$ cat config.mk
export PLATFORM = sky130hd
export DESIGN_NAME = id3v2_text_frame_extractor
export DESIGN_NICKNAME = d
export VERILOG_FILES = /design/src/design/id3x_pkg.sv /design/src/design/id3x_cfg.sv /design/src/design/id3x_in.sv /design/src/design/id3x_parse.sv /design/src/design/id3x_out.sv /design/src/design/id3v2_text_frame_extractor.sv
export SDC_FILE = /design/constraint.sdc
export NUM_CORES = 1
export LEC_CHECK = 0
export ABC_AREA = 1
export BUFFER_PORTS_ARGS = -buffer_cell sky130_fd_sc_hd__buf_2
export CORE_MARGIN = 8
export CORE_UTILIZATION = 55
export CTS_CLUSTER_SIZE = 30
export DETAILED_ROUTE_END_ITERATION = 8
export GPL_TIMING_DRIVEN = 0
export PLACE_DENSITY = 0.73
export SKIP_CTS_REPAIR_TIMING = 1
export SLEW_MARGIN = 20
export SYNTH_ARGS = -nofsm -noshare
export SYNTH_HDL_FRONTEND = slang
export SYNTH_SLANG_ARGS = --single-unit
$ cat constraint.sdc
create_clock -name clk_i -period 9 [get_ports clk_i]
set_input_delay 2.25 -clock clk_i [delete_from_list [all_inputs] [get_ports clk_i]]
set_output_delay 2.25 -clock clk_i [all_outputs]
set_load 0.02 [all_outputs]
$ cat src/design/id3x_pkg.sv
package id3x_pkg;

  localparam int unsigned HeaderSize = 10;
  localparam int unsigned KeyBytes   = 4;
  localparam int unsigned SizeBytes  = 4;
  localparam int unsigned FlagBytes  = 2;
  localparam int unsigned MagicBytes = 3;

  localparam logic [23:0] MAGIC_ID3 = 24'h494433;
  localparam logic [31:0] KEY_TIT2  = 32'h54495432;
  localparam logic [31:0] KEY_TPE1  = 32'h54504531;
  localparam logic [3:0]  WANTED_RESET = 4'd2;

  localparam logic [1:0] CFG_FIRST_KEY    = 2'd0;
  localparam logic [1:0] CFG_SECOND_KEY   = 2'd1;
  localparam logic [1:0] CFG_WANTED_COUNT = 2'd2;

  localparam logic [1:0] KIND_FIRST  = 2'd0;
  localparam logic [1:0] KIND_SECOND = 2'd1;
  localparam logic [1:0] KIND_BAD    = 2'd2;
  localparam logic [1:0] MATCH_NONE  = 2'd3;

  localparam logic [2:0] PH_MAGIC   = 3'd0;
  localparam logic [2:0] PH_HDRSKIP = 3'd1;
  localparam logic [2:0] PH_KEY     = 3'd2;
  localparam logic [2:0] PH_SIZE    = 3'd3;
  localparam logic [2:0] PH_FLAGS   = 3'd4;
  localparam logic [2:0] PH_SKIP    = 3'd5;
  localparam logic [2:0] PH_BODY    = 3'd6;
  localparam logic [2:0] PH_DONE    = 3'd7;

  typedef struct packed {
    logic [31:0] first_key;
    logic [31:0] second_key;
    logic [3:0]  wanted_count;
  } cfg_t;

  typedef struct packed {
    logic [7:0] data_byte;
    logic       first_of_file;
  } word_t;

  typedef struct packed {
    logic [1:0] result_kind;
    logic [7:0] text_byte;
    logic       text_valid;
    logic       last_of_field;
    logic       all_found;
  } res_t;

endpackage

$ cat src/design/id3x_cfg.sv
module id3x_cfg (
  input  logic          clk_i,
  input  logic          rst_ni,
  input  logic          cfg_valid_i,
  output logic          cfg_ready_o,
  input  logic [1:0]    cfg_index_i,
  input  logic [31:0]   cfg_data_i,
  output id3x_pkg::cfg_t cfg_o
);
  import id3x_pkg::*;

  cfg_t cfg_q;
  cfg_t cfg_d;

  assign cfg_ready_o = 1'b1;
  assign cfg_o       = cfg_q;

  always_comb begin
    cfg_d = cfg_q;
    if (cfg_valid_i) begin
      case (cfg_index_i)
        CFG_FIRST_KEY:    cfg_d.first_key    = cfg_data_i;
        CFG_SECOND_KEY:   cfg_d.second_key   = cfg_data_i;
        CFG_WANTED_COUNT: cfg_d.wanted_count = cfg_data_i[3:0];
        default:          cfg_d = cfg_q;
      endcase
    end
  end

  always_ff @(posedge clk_i or negedge rst_ni) begin
    if (!rst_ni) begin
      cfg_q.first_key    <= KEY_TIT2;
      cfg_q.second_key   <= KEY_TPE1;
      cfg_q.wanted_count <= WANTED_RESET;
    end else begin
      cfg_q <= cfg_d;
    end
  end

endmodule

$ cat src/design/id3x_in.sv
module id3x_in (
  input  logic            clk_i,
  input  logic            rst_ni,
  input  logic            in_valid_i,
  output logic            in_stall_o,
  input  logic [7:0]      data_byte_i,
  input  logic            first_of_file_i,
  output logic            word_valid_o,
  output id3x_pkg::word_t word_o,
  input  logic            step_i
);
  import id3x_pkg::*;

  logic  valid_q;
  logic  valid_d;
  word_t word_q;
  logic  accept;

  assign in_stall_o   = valid_q & ~step_i;
  assign accept       = in_valid_i & ~in_stall_o;
  assign word_valid_o = valid_q;
  assign word_o       = word_q;

  always_comb begin
    valid_d = valid_q;
    if (accept) begin
      valid_d = 1'b1;
    end else if (step_i) begin
      valid_d = 1'b0;
    end
  end

  always_ff @(posedge clk_i or negedge rst_ni) begin
    if (!rst_ni) begin
      valid_q <= 1'b0;
    end else begin
      valid_q <= valid_d;
    end
  end

  always_ff @(posedge clk_i) begin
    if (accept) begin
      word_q.data_byte     <= data_byte_i;
      word_q.first_of_file <= first_of_file_i;
    end
  end

endmodule

$ cat src/design/id3x_parse.sv
module id3x_parse (
  input  logic            clk_i,
  input  logic            rst_ni,
  input  logic            step_i,
  input  id3x_pkg::word_t word_i,
  input  id3x_pkg::cfg_t  cfg_i,
  output logic            res_valid_o,
  output id3x_pkg::res_t  res_o
);
  import id3x_pkg::*;

  logic [2:0]  phase_q, phase_d, cur_phase;
  logic [3:0]  pos_q, pos_d, cur_pos;
  logic [31:0] key_q, key_d, cur_key;
  logic [31:0] size_q, size_d, cur_size;
  logic [31:0] rem_q, rem_d, cur_rem;
  logic [1:0]  match_q, match_d, cur_match;
  logic [3:0]  found_q, found_d, cur_found;
  logic        term_q, term_d, cur_term;

  logic [3:0]  pos_inc;
  logic [31:0] key_shl;
  logic [31:0] rem_dec;
  logic [31:0] skip_rem;
  logic [3:0]  want;
  logic [3:0]  fin_found;
  logic        fin_all;
  logic        byte_nz;
  logic        body_valid;
  logic        body_last;

  always_comb begin
    if (word_i.first_of_file) begin
      cur_phase = PH_MAGIC;
      cur_pos   = '0;
      cur_key   = '0;
      cur_size  = '0;
      cur_rem   = '0;
      cur_match = MATCH_NONE;
      cur_found = '0;
      cur_term  = 1'b0;
    end else begin
      cur_phase = phase_q;
      cur_pos   = pos_q;
      cur_key   = key_q;
      cur_size  = size_q;
      cur_rem   = rem_q;
      cur_match = match_q;
      cur_found = found_q;
      cur_term  = term_q;
    end
  end

  assign pos_inc    = cur_pos + 4'd1;
  assign key_shl    = {cur_key[23:0], word_i.data_byte};
  assign rem_dec    = cur_rem - 32'd1;
  assign skip_rem   = (cur_size != '0) ? cur_size - 32'd1 : '0;
  assign want       = (cfg_i.wanted_count != '0) ? cfg_i.wanted_count : 4'd1;
  assign byte_nz    = word_i.data_byte != 8'd0;
  assign body_valid = ~cur_term & byte_nz;
  assign body_last  = rem_dec == '0;

  always_comb begin
    fin_found = cur_found;
    fin_all   = 1'b0;
    if (cur_match != MATCH_NONE) begin
      if (cur_found != 4'hF) begin
        fin_found = cur_found + 4'd1;
      end
      fin_all = fin_found >= want;
    end
  end

  always_comb begin
    phase_d     = cur_phase;
    pos_d       = cur_pos;
    key_d       = cur_key;
    size_d      = cur_size;
    rem_d       = cur_rem;
    match_d     = cur_match;
    found_d     = cur_found;
    term_d      = cur_term;
    res_valid_o = 1'b0;
    res_o       = '0;
    case (cur_phase)
      PH_MAGIC: begin
        key_d = key_shl;
        pos_d = pos_inc;
        if (pos_inc >= 4'(MagicBytes)) begin
          if (key_shl[23:0] != MAGIC_ID3) begin
            phase_d           = PH_DONE;
            res_valid_o       = 1'b1;
            res_o.result_kind = KIND_BAD;
          end else begin
            phase_d = PH_HDRSKIP;
          end
        end
      end
      PH_HDRSKIP: begin
        pos_d = pos_inc;
        if (pos_inc >= 4'(HeaderSize)) begin
          phase_d = PH_KEY;
          pos_d   = '0;
          key_d   = '0;
        end
      end
      PH_KEY: begin
        key_d = key_shl;
        pos_d = pos_inc;
        if (pos_inc >= 4'(KeyBytes)) begin
          if (key_shl == cfg_i.first_key) begin
            match_d = KIND_FIRST;
          end else if (key_shl == cfg_i.second_key) begin
            match_d = KIND_SECOND;
          end else begin
            match_d = MATCH_NONE;
          end
          phase_d = PH_SIZE;
          pos_d   = '0;
          size_d  = '0;
        end
      end
      PH_SIZE: begin
        size_d = {cur_size[23:0], word_i.data_byte};
        pos_d  = pos_inc;
        if (pos_inc >= 4'(SizeBytes)) begin
          phase_d = PH_FLAGS;
          pos_d   = '0;
        end
      end
      PH_FLAGS: begin
        pos_d = pos_inc;
        if (pos_inc >= 4'(FlagBytes)) begin
          phase_d = PH_SKIP;
          pos_d   = '0;
        end
      end
      PH_SKIP: begin
        rem_d  = skip_rem;
        term_d = 1'b0;
        if (skip_rem == '0) begin
          found_d = fin_found;
          pos_d   = '0;
          if (fin_all) begin
            phase_d = PH_DONE;
          end else begin
            phase_d = PH_KEY;
            key_d   = '0;
          end
          if (cur_match != MATCH_NONE) begin
            res_valid_o         = 1'b1;
            res_o.result_kind   = cur_match;
            res_o.last_of_field = 1'b1;
            res_o.all_found     = fin_all;
          end
        end else begin
          phase_d = PH_BODY;
        end
      end
      PH_BODY: begin
        rem_d = rem_dec;
        if (!byte_nz) begin
          term_d = 1'b1;
        end
        if (body_last) begin
          found_d = fin_found;
          pos_d   = '0;
          if (fin_all) begin
            phase_d = PH_DONE;
          end else begin
            phase_d = PH_KEY;
            key_d   = '0;
          end
        end
        if (cur_match != MATCH_NONE && (body_valid || body_last)) begin
          res_valid_o         = 1'b1;
          res_o.result_kind   = cur_match;
          res_o.text_byte     = body_valid ? word_i.data_byte : 8'd0;
          res_o.text_valid    = body_valid;
          res_o.last_of_field = body_last;
          res_o.all_found     = body_last & fin_all;
        end
      end
      default: begin
        phase_d = cur_phase;
      end
    endcase
  end

  always_ff @(posedge clk_i or negedge rst_ni) begin
    if (!rst_ni) begin
      phase_q <= PH_MAGIC;
      pos_q   <= '0;
      key_q   <= '0;
      size_q  <= '0;
      rem_q   <= '0;
      match_q <= MATCH_NONE;
      found_q <= '0;
      term_q  <= 1'b0;
    end else if (step_i) begin
      phase_q <= phase_d;
      pos_q   <= pos_d;
      key_q   <= key_d;
      size_q  <= size_d;
      rem_q   <= rem_d;
      match_q <= match_d;
      found_q <= found_d;
      term_q  <= term_d;
    end
  end

endmodule

$ cat src/design/id3x_out.sv
module id3x_out (
  input  logic           clk_i,
  input  logic           rst_ni,
  input  logic           step_i,
  input  logic           res_valid_i,
  input  id3x_pkg::res_t res_i,
  output logic           out_ready_o,
  output logic           out_valid_o,
  input  logic           out_stall_i,
  output id3x_pkg::res_t res_o
);
  import id3x_pkg::*;

  logic valid_q;
  logic valid_d;
  res_t res_q;

  assign out_ready_o = ~valid_q | ~out_stall_i;
  assign out_valid_o = valid_q;
  assign res_o       = res_q;

  always_comb begin
    valid_d = valid_q;
    if (step_i) begin
      valid_d = res_valid_i;
    end else if (!out_stall_i) begin
      valid_d = 1'b0;
    end
  end

  always_ff @(posedge clk_i or negedge rst_ni) begin
    if (!rst_ni) begin
      valid_q <= 1'b0;
    end else begin
      valid_q <= valid_d;
    end
  end

  always_ff @(posedge clk_i) begin
    if (step_i && res_valid_i) begin
      res_q <= res_i;
    end
  end

endmodule

$ cat src/design/id3v2_text_frame_extractor.sv
// Channel   Direction  Handshake                Payload
// in        sink       in_valid_i / in_stall_o  data_byte_i, first_of_file_i
// out       source     out_valid_o / out_stall_i result_kind_o, text_byte_o, text_valid_o,
//                                               last_of_field_o, all_found_o
// cfg       sink       cfg_valid_i / cfg_ready_o cfg_index_i, cfg_data_i
//
// One byte per cycle sustained unless the output stalls; a word moves through the input
// register, one pass of the frame parser and the result register.
// Reset clears the parser to the magic check and loads keys TIT2 / TPE1, wanted count 2.
// A stall on the output holds the result register and, once the input register is also
// full, raises in_stall_o; cfg_ready_o is always high.
module id3v2_text_frame_extractor (
  input  logic        clk_i,
  input  logic        rst_ni,
  input  logic        in_valid_i,
  output logic        in_stall_o,
  input  logic [7:0]  data_byte_i,
  input  logic        first_of_file_i,
  output logic        out_valid_o,
  input  logic        out_stall_i,
  output logic [1:0]  result_kind_o,
  output logic [7:0]  text_byte_o,
  output logic        text_valid_o,
  output logic        last_of_field_o,
  output logic        all_found_o,
  input  logic        cfg_valid_i,
  output logic        cfg_ready_o,
  input  logic [1:0]  cfg_index_i,
  input  logic [31:0] cfg_data_i
);
  import id3x_pkg::*;

  cfg_t  cfg;
  word_t word;
  res_t  res;
  res_t  res_out;
  logic  word_valid;
  logic  res_valid;
  logic  out_ready;
  logic  step;

  assign step = word_valid & out_ready;

  id3x_cfg u_cfg (
    .clk_i       (clk_i),
    .rst_ni      (rst_ni),
    .cfg_valid_i (cfg_valid_i),
    .cfg_ready_o (cfg_ready_o),
    .cfg_index_i (cfg_index_i),
    .cfg_data_i  (cfg_data_i),
    .cfg_o       (cfg)
  );

  id3x_in u_in (
    .clk_i           (clk_i),
    .rst_ni          (rst_ni),
    .in_valid_i      (in_valid_i),
    .in_stall_o      (in_stall_o),
    .data_byte_i     (data_byte_i),
    .first_of_file_i (first_of_file_i),
    .word_valid_o    (word_valid),
    .word_o          (word),
    .step_i          (step)
  );

  id3x_parse u_parse (
    .clk_i       (clk_i),
    .rst_ni      (rst_ni),
    .step_i      (step),
    .word_i      (word),
    .cfg_i       (cfg),
    .res_valid_o (res_valid),
    .res_o       (res)
  );

  id3x_out u_out (
    .clk_i       (clk_i),
    .rst_ni      (rst_ni),
    .step_i      (step),
    .res_valid_i (res_valid),
    .res_i       (res),
    .out_ready_o (out_ready),
    .out_valid_o (out_valid_o),
    .out_stall_i (out_stall_i),
    .res_o       (res_out)
  );

  assign result_kind_o   = res_out.result_kind;
  assign text_byte_o     = res_out.text_byte;
  assign text_valid_o    = res_out.text_valid;
  assign last_of_field_o = res_out.last_of_field;
  assign all_found_o     = res_out.all_found;

endmodule

==> flow_metrics.env, run 1 <==
export IMPL_status="finished clean"
export IMPL_cts_sink_count=194
export IMPL_rsz0062_at_grt="false"
export IMPL_p_leak_nw=7.516
export IMPL_final_cell_mix="nand2_1, nor2_1, inv_1"
export IMPL_seq_area_frac_synth_pct=37.79
export IMPL_gp_congestion=1.039
export IMPL_die_w_um=171.1
export IMPL_fmax_mhz=181.0
export IMPL_drc_errors=0
export IMPL_reg2reg_from="u_in.word_o[0]"
export IMPL_criticalPathCategory="reg -> reg"
export IMPL_cts_buffers=17
export IMPL_detail_route_iter0_violations=1348
export IMPL_clock_latency_ns=0.46
export IMPL_grt_ovfl_total=0
export IMPL_ioPinCount=64
export IMPL_min_from="u_parse.match_q[0]"
export IMPL_yosys_warnings=0
export IMPL_grt_usage_pct=33.08
export IMPL_hold_end="u_parse.match_q[0]"
export IMPL_die_area_sq_um=29260
export IMPL_ys_async_sr_fraction_pct=88.66
export IMPL_vias=13880
export IMPL_fin_crit_sh_pct=61.39
export IMPL_r2r_end="u_parse.key_q[14]"
export IMPL_final_common_cell="nand2_1"
export IMPL_clk_path_buf_depth=2
export IMPL_wirelength_um=47440
export IMPL_hold_depth=2
export IMPL_antenna_left=0
export IMPL_initial_core_util_pct=56.18
export IMPL_grt_first_pass_wirelength_um=74280
export IMPL_drt_pass1_iter_count=6
export IMPL_slew_viol_final=0
export IMPL_cts_tree="built"
export IMPL_finalHoldViolCount=0
export IMPL_clkPwrFrac_pct=17.4
export IMPL_slew_headroom_pct=48.74
export IMPL_p_sw_mw=2.348
export IMPL_die_h_um=171.1
export IMPL_netlist_area_sq_um=13230
export IMPL_placed_cell_area_sq_um=13970
export IMPL_final_setup_tns_ns=0
export IMPL_coreArea_sq_um=23540
export IMPL_portBuffers=62
export IMPL_n_fill_cell=2263
export IMPL_place_inst=2356
export IMPL_p_per_area_nw_per_um2=319.1
export IMPL_met1_length_um=19030
export IMPL_place_hpwl_um=36070
export IMPL_synth_distinct_cells=54
export IMPL_syn_num_nets=2034
export IMPL_internal_power_mw=2.306
export IMPL_hp_class="reg -> reg"
export IMPL_cp_data_required_time_ns=9.32
export IMPL_clkSlewWorstSetupHoldPaths_ns=0.08
export IMPL_top_layer="met4"
export IMPL_finalNonFillerCells=2388
export IMPL_synth_cells=1974
export IMPL_fin_skew_ns=0.01324
export IMPL_swShare_pct=50.46
export IMPL_via_per_inst=5.810
export IMPL_startpoint_type="flop"
export IMPL_cp_max_fo=10
export IMPL_drv_cap=0
export IMPL_row_count=56
export IMPL_pwr_share_comb_pct=52.3
export IMPL_grt_max_degree=89
export IMPL_worstMarginPinSlew_ns=0.7689
export IMPL_root_buffer="clkbuf_16"
export IMPL_num_nets_final=2116
export IMPL_ys_flop_type="dfrtp_1"
export IMPL_end_kind="flop"
export IMPL_vdd_drop_max_uv=156.0
export IMPL_layout_drive_gt1_share_pct=9.763
export IMPL_grt_pass1_vias=13420
export IMPL_syn_avg_cell_area_sq_um=6.700
export IMPL_routedWlPerCell_um=19.86
export IMPL_met2_length_um=21960
export IMPL_diodes=0
export IMPL_ys_ff_latch=194
export IMPL_crit_arrival_ns=5.85
export IMPL_layout_min_cycle_time_ns=5.525
export IMPL_whs_ns=0.4873
export IMPL_wl_met3_um=3398
export IMPL_worstRegToRegCells=26
export IMPL_power_frac_seq_pct=30.3
export IMPL_antenna_found_initial=0
export IMPL_ctsHtreeMaxLevel=4
export IMPL_final_design_area_no_fill_sq_um=14590
export IMPL_syn2layout_area_growth_pct=10.29
export IMPL_setup_viol=0
export IMPL_synth_edf_count=22
export IMPL_ff2ff_setup_slack_ns=3.47
[metrics by stage]
step / setup slack [ns] / util [%] / power [mW]
4_1_cts: 3.544 / 61.96 / 4.593
3_3_place_gp: 2.837 / 59.19 / 3.733
6_report: 3.475 / 61.96 / 4.654
2_1_floorplan: 4.115 / - / 3.058
5_1_grt: 3.177 / 61.96 / 4.985
3_5_place_dp: 3.572 / 59.35 / 3.780
[flip-flops by register name (all words and copies together) (netlist names)]
signal             cells
u_cfg.cfg_o           68
u_in.word_o            9
u_in.word_valid_o      1
u_out.out_valid_o      1
u_out.res_o           13
u_parse.found_q        4
u_parse.key_q         24
u_parse.match_q        2
u_parse.phase_q        3
u_parse.pos_q          4
u_parse.rem_q         32
u_parse.size_q        32
u_parse.term_q         1
[cells in the mapped netlist, drive strengths merged, types with 4 or more instances]
master   number  area share, %
o22ai        20           0.95
nor3         17           0.68
edfxtp       22            5.0
a31oi        12           0.57
dfrtp       146             28
dfstp        26            5.2
o2111ai      12           0.79
nand3b        6           0.34
or2          12           0.57
inv         235            6.7
xnor2        23            1.5
a221oi       29            1.9
nor4          9           0.43
nor2        270            8.0
a21oi       100            3.8
clkbuf       54            1.5
o21bai        4           0.26
nand2       612             18
nand3        99            3.9
xor2         22            1.5
nand4        22            1.0
ha           12            1.1
buf          24            1.4
o21ai       160            6.1
[layer usage]
metal | up-vias | GRT usage [%]
met3 | 160 | 5.347
met1 | 6483 | 40.50
met4 | 0 | 20.34
met2 | 684 | 54.13
li1 | 6548 | -
met5 | - | 0
[critical path, cell delays in order (launching register included)]
cell and delay, ns:
edfxtp_1 0.57, inv_2 0.25, buf_2 0.31, buf_2 0.37, buf_2 0.32, buf_2 0.32
nand2_1 0.19, inv_1 0.13, ha_1 0.17, inv_1 0.06, nor3_1 0.33, inv_1 0.12
o21ai_0 0.34, ha_1 0.32, inv_1 0.06, nor2_1 0.03, o21ai_0 0.14, nand2_1 0.07
a31oi_1 0.28, inv_1 0.12, nand2_1 0.13, inv_1 0.08, o21bai_2 0.21, nand3_4 0.17
buf_6 0.18, nand2_1 0.06, a21oi_1 0.06
[cells by family after synthesis]
logic type / Yosys count / share of synthesized area (%)
AOI/OAI and AO/OA: 356 / 15.61
xor gates and xnor gates: 45 / 2.980
adders and majority gates: 12 / 1.135
buffers and inverters: 316 / 9.650
DFF: 194 / 37.79
other: 1 / 0.02835
and+or+nand+nor: 1050 / 32.81
[layout make-up]
class | instances | area [sq um] | area share (%)
clock buffers | 18 | 429.2 | 2.942
well taps | 319 | 399.1 | 2.736
clock inverters | 14 | 185.2 | 1.270
inverters | 238 | 893.4 | 6.125
flip-flops and latches | 194 | 4997 | 34.26
multi-input cells | 1464 | 6952 | 47.66
repair buffers | 63 | 347.8 | 2.385
plain buffers | 78 | 382.9 | 2.625
[power groups by stage]
stage	clock network (mW)	registers, mW	logic [mW]
CTS	0.814	1.40	2.38
global route	0.843	1.44	2.70
global placement	0	1.40	2.33
finish	0.810	1.41	2.43
detailed placement	0	1.41	2.37
floorplan	0	1.37	1.68
[worst max path at each step]
stage                         from           endpoint  slack, ns
CTS                 u_in.word_o[0]  u_parse.key_q[14]       3.54
global route        u_in.word_o[0]  u_parse.key_q[16]       3.18
detailed placement  u_in.word_o[0]  u_parse.key_q[14]       3.57
global placement            rst_ni     u_cfg.cfg_o[0]       2.84
floorplan              out_stall_i         in_stall_o       4.11
finish              u_in.word_o[0]  u_parse.key_q[14]       3.47
Power figures use the tool's default switching activity.
==> run 2: changes to the inputs <==
--- a/config.mk
+++ b/config.mk
@@ -5,7 +5,7 @@
 export SDC_FILE = /design/constraint.sdc
 export NUM_CORES = 1
 export LEC_CHECK = 0
-export ABC_AREA = 1
+export ABC_AREA = 0
 export BUFFER_PORTS_ARGS = -buffer_cell sky130_fd_sc_hd__buf_2
 export CORE_MARGIN = 8
 export CORE_UTILIZATION = 55
==> constraint.sdc (replaced) <==
create_clock -name clk_i -period 5.6 [get_ports clk_i]
set_input_delay 1.4 -clock clk_i [delete_from_list [all_inputs] [get_ports clk_i]]
set_output_delay 1.4 -clock clk_i [all_outputs]
set_load 0.02 [all_outputs]
==> flow_metrics.env, run 2 <==
export IMPL_seq_area_frac_synth_pct=39.28
export IMPL_ys_async_sr_fraction_pct=88.66
export IMPL_min_from="u_cfg.cfg_o[3]"
export IMPL_pre_cts_ws_ns=-2.665
export IMPL_routedWlPerCell_um=25.53
export IMPL_root_buffer="clkbuf_16"
export IMPL_finalNonFillerCells=1774
export IMPL_grt_pass1_vias=11770
export IMPL_synth_most_common_cell="dfrtp_1"
export IMPL_power_mw=7.692
export IMPL_drc_errors=0
export IMPL_clock_latency_ns=0.46
export IMPL_synth_top_area_share_pct=28.72
export IMPL_worstRegToRegCells=22
export IMPL_slowest_stage="edfxtp_1"
export IMPL_status="finished clean"
export IMPL_synth_compound_area_share_pct=21.65
export IMPL_num_nets_final=1536
export IMPL_cpPeakStageDelay_ns=0.56
export IMPL_slew_viol_final=0
export IMPL_die_h_um=168.1
export IMPL_synth_simple_area_share_pct=21.72
export IMPL_clkSlewWorstSetupHoldPaths_ns=0.08
export IMPL_grt_usage_pct=31.48
export IMPL_hold_end="u_cfg.cfg_o[3]"
export IMPL_whs_ns=0.5109
export IMPL_ioPinCount=64
export IMPL_coreArea_sq_um=22710
export IMPL_initial_core_util_pct=56.02
export IMPL_cts_buffers=17
export IMPL_vdd_drop_max_uv=279.9
export IMPL_cp_max_fo=19
export IMPL_fin_crit_sh_pct=97.05
export IMPL_place_inst=1735
export IMPL_vias=12170
export IMPL_synth_top_cells_by_count="dfrtp_1, nor2_1, clkbuf_1"
export IMPL_syn2layout_area_growth_pct=11.81
export IMPL_criticalPathCategory="reg -> reg"
export IMPL_r2r_end="u_parse.key_q[7]"
export IMPL_slew_headroom_pct=31.86
export IMPL_cts_tree="built"
export IMPL_via_per_inst=6.860
export IMPL_netlist_area_sq_um=12720
export IMPL_grt_first_pass_wirelength_um=69280
export IMPL_setup_viol=0
export IMPL_ys_ff_latch=194
export IMPL_synth_edf_count=22
export IMPL_hold_depth=1
export IMPL_crit_arrival_ns=5.77
export IMPL_die_w_um=168.1
export IMPL_gp_congestion=0.9686
export IMPL_hp_class="reg -> reg"
export IMPL_drv_cap=0
export IMPL_antenna_left=0
export IMPL_p_per_area_nw_per_um2=540.8
export IMPL_synth_top_family_by_area="simple AND/OR/NAND/NOR gates"
export IMPL_grt_max_degree=104
export IMPL_ys_flop_type="dfrtp_1"
export IMPL_ff2ff_setup_slack_ns=0.16
export IMPL_diodes=0
export IMPL_final_cell_mix="dfrtp_1, nor2_1, nand2_1"
export IMPL_ctsHtreeMaxLevel=4
export IMPL_final_common_cell="dfrtp_1"
export IMPL_cpMostUsedCell="clkbuf_4"
export IMPL_synth_area_top_cells="dfrtp_1, mux2_2, dfstp_2"
export IMPL_yosysTopAreaCell="dfrtp_1"
export IMPL_detail_route_iter0_violations=1517
export IMPL_worstMarginPinSlew_ns=1.011
export IMPL_cts_sink_count=194
export IMPL_cpLargestDelayFamily="buffers and inverters"
export IMPL_synth_cells=1387
export IMPL_yosys_warnings=0
export IMPL_synthMuxAreaShare_pct=6.619
export IMPL_die_area_sq_um=28250
export IMPL_wirelength_um=45280
export IMPL_syn_avg_cell_area_sq_um=9.172
export IMPL_synth_xor_area_share_pct=4.406
export IMPL_row_count=55
export IMPL_layout_min_cycle_time_ns=5.435
export IMPL_p_leak_nw=5.686
export IMPL_setup_slack_ns=0.1650
export IMPL_largest_reg_flops=68
export IMPL_syn_num_nets=1447
export IMPL_grt_ovfl_total=0
export IMPL_startpoint_type="flop"
export IMPL_antenna_found_initial=0
export IMPL_clk_path_buf_depth=2
export IMPL_synth_distinct_cells=93
export IMPL_fin_skew_ns=0.01916
export IMPL_end_kind="flop"
export IMPL_place_hpwl_um=33040
export IMPL_portBuffers=62
export IMPL_synth_adder_area_share_pct=1.180
export IMPL_layout_drive_gt1_share_pct=17.66
export IMPL_cp_data_required_time_ns=5.94
export IMPL_finalHoldViolCount=0
export IMPL_crit_path_cell_trace="buf_4, buf_2, buf_4, clkbuf_4, clkbuf_4, clkbuf_4, buf_6, nor2b_1, ha_1, nand3_1, xor2_1, nor2_1, ha_1, nand2b_1, a21o_1, a21o_1, a21oi_1, nor2_1, a211oi_2, o211ai_4, buf_6, a22o_1"
export IMPL_fmax_mhz=184.0
export IMPL_drt_pass1_iter_count=5
export IMPL_reg2reg_from="u_in.word_o[0]"
export IMPL_worst_path_buf_inv=8
-- run 2: worst max-delay path by stage --
stage / end / depth (start not counted) / slack [ns] / start
floorplan: u_out.res_o[0] / 18 / 0.07 / u_in.word_o[0]
global placement: u_out.res_o[3] / 19 / -2.97 / u_in.word_o[0]
detailed placement: u_out.res_o[4] / 19 / -2.67 / u_in.word_o[0]
CTS: u_out.res_o[11] / 19 / -2.70 / u_in.word_o[0]
global route: u_out.res_o[11] / 20 / -0.03 / u_in.word_o[0]
finish: u_parse.key_q[7] / 22 / 0.16 / u_in.word_o[0]
-- run 2: cells by family after synthesis --
group                      after synthesis
and+or+nand+nor                        500
AOI/OAI and AO/OA                      379
DFF                                    194
buffers and inverters                  161
muxes                                   76
xor gates and xnor gates                64
adders and majority gates               12
other                                    1
-- run 2: power breakdown --
| part | internal, mW | total [mW] | switching [mW] | leakage (nW) |
|---|---|---|---|---|
| combinational | 1.55 | 4.30 | 2.75 | 3.01 |
| clock | 0.619 | 1.31 | 0.686 | 0.299 |
| sequential | 1.77 | 2.08 | 0.315 | 2.38 |
| total | 3.94 | 7.69 | 3.76 | 5.69 |
-- run 2: through the flow --
stage,TNS (ns),util (%),area (sq um)
after global placement,-135.24,58.95,13390
after CTS,-137.39,61.93,14060
final,0,62.63,14220
after global routing,-0.1084,62.63,14220
after floorplan,0,-,12720
after detailed placement,-133.80,59.17,13440
-- run 2: final cells by class --
class | count | area, sq um
Fill cell | 1973 | 8486
Multi-Input combinational cell | 1032 | 7123
Sequential cell | 194 | 4997
Buffer | 130 | 584.3
Timing Repair Buffer | 72 | 427.9
Clock buffer | 17 | 425.4
Tap cell | 285 | 356.6
Clock inverter | 15 | 200.2
Inverter | 29 | 108.9
-- run 2: layer usage --
metal | share of wire, % | global-route usage (%) | wire, um | up-vias
li1 | - | - | - | 5426
met1 | 40 | 40.15 | 18240 | 5942
met2 | 47 | 50.88 | 21180 | 670
met3 | 8.4 | 6.010 | 3789 | 132
met4 | 4.6 | 14.98 | 2077 | 0
met5 | 0 | 0 | 0 | -
-- run 2: worst reg2reg max path, stage by stage (launching register included) --
cell and delay, ns:
edfxtp_1 0.56, buf_4 0.18, buf_2 0.30, buf_4 0.30, clkbuf_4 0.31, clkbuf_4 0.29, clkbuf_4 0.28, buf_6 0.27
nor2b_1 0.14, ha_1 0.27, nand3_1 0.12, xor2_1 0.18, nor2_1 0.09, ha_1 0.29, nand2b_1 0.14, a21o_1 0.18
a21o_1 0.17, a21oi_1 0.28, nor2_1 0.13, a211oi_2 0.29, o211ai_4 0.16, buf_6 0.18, a22o_1 0.22
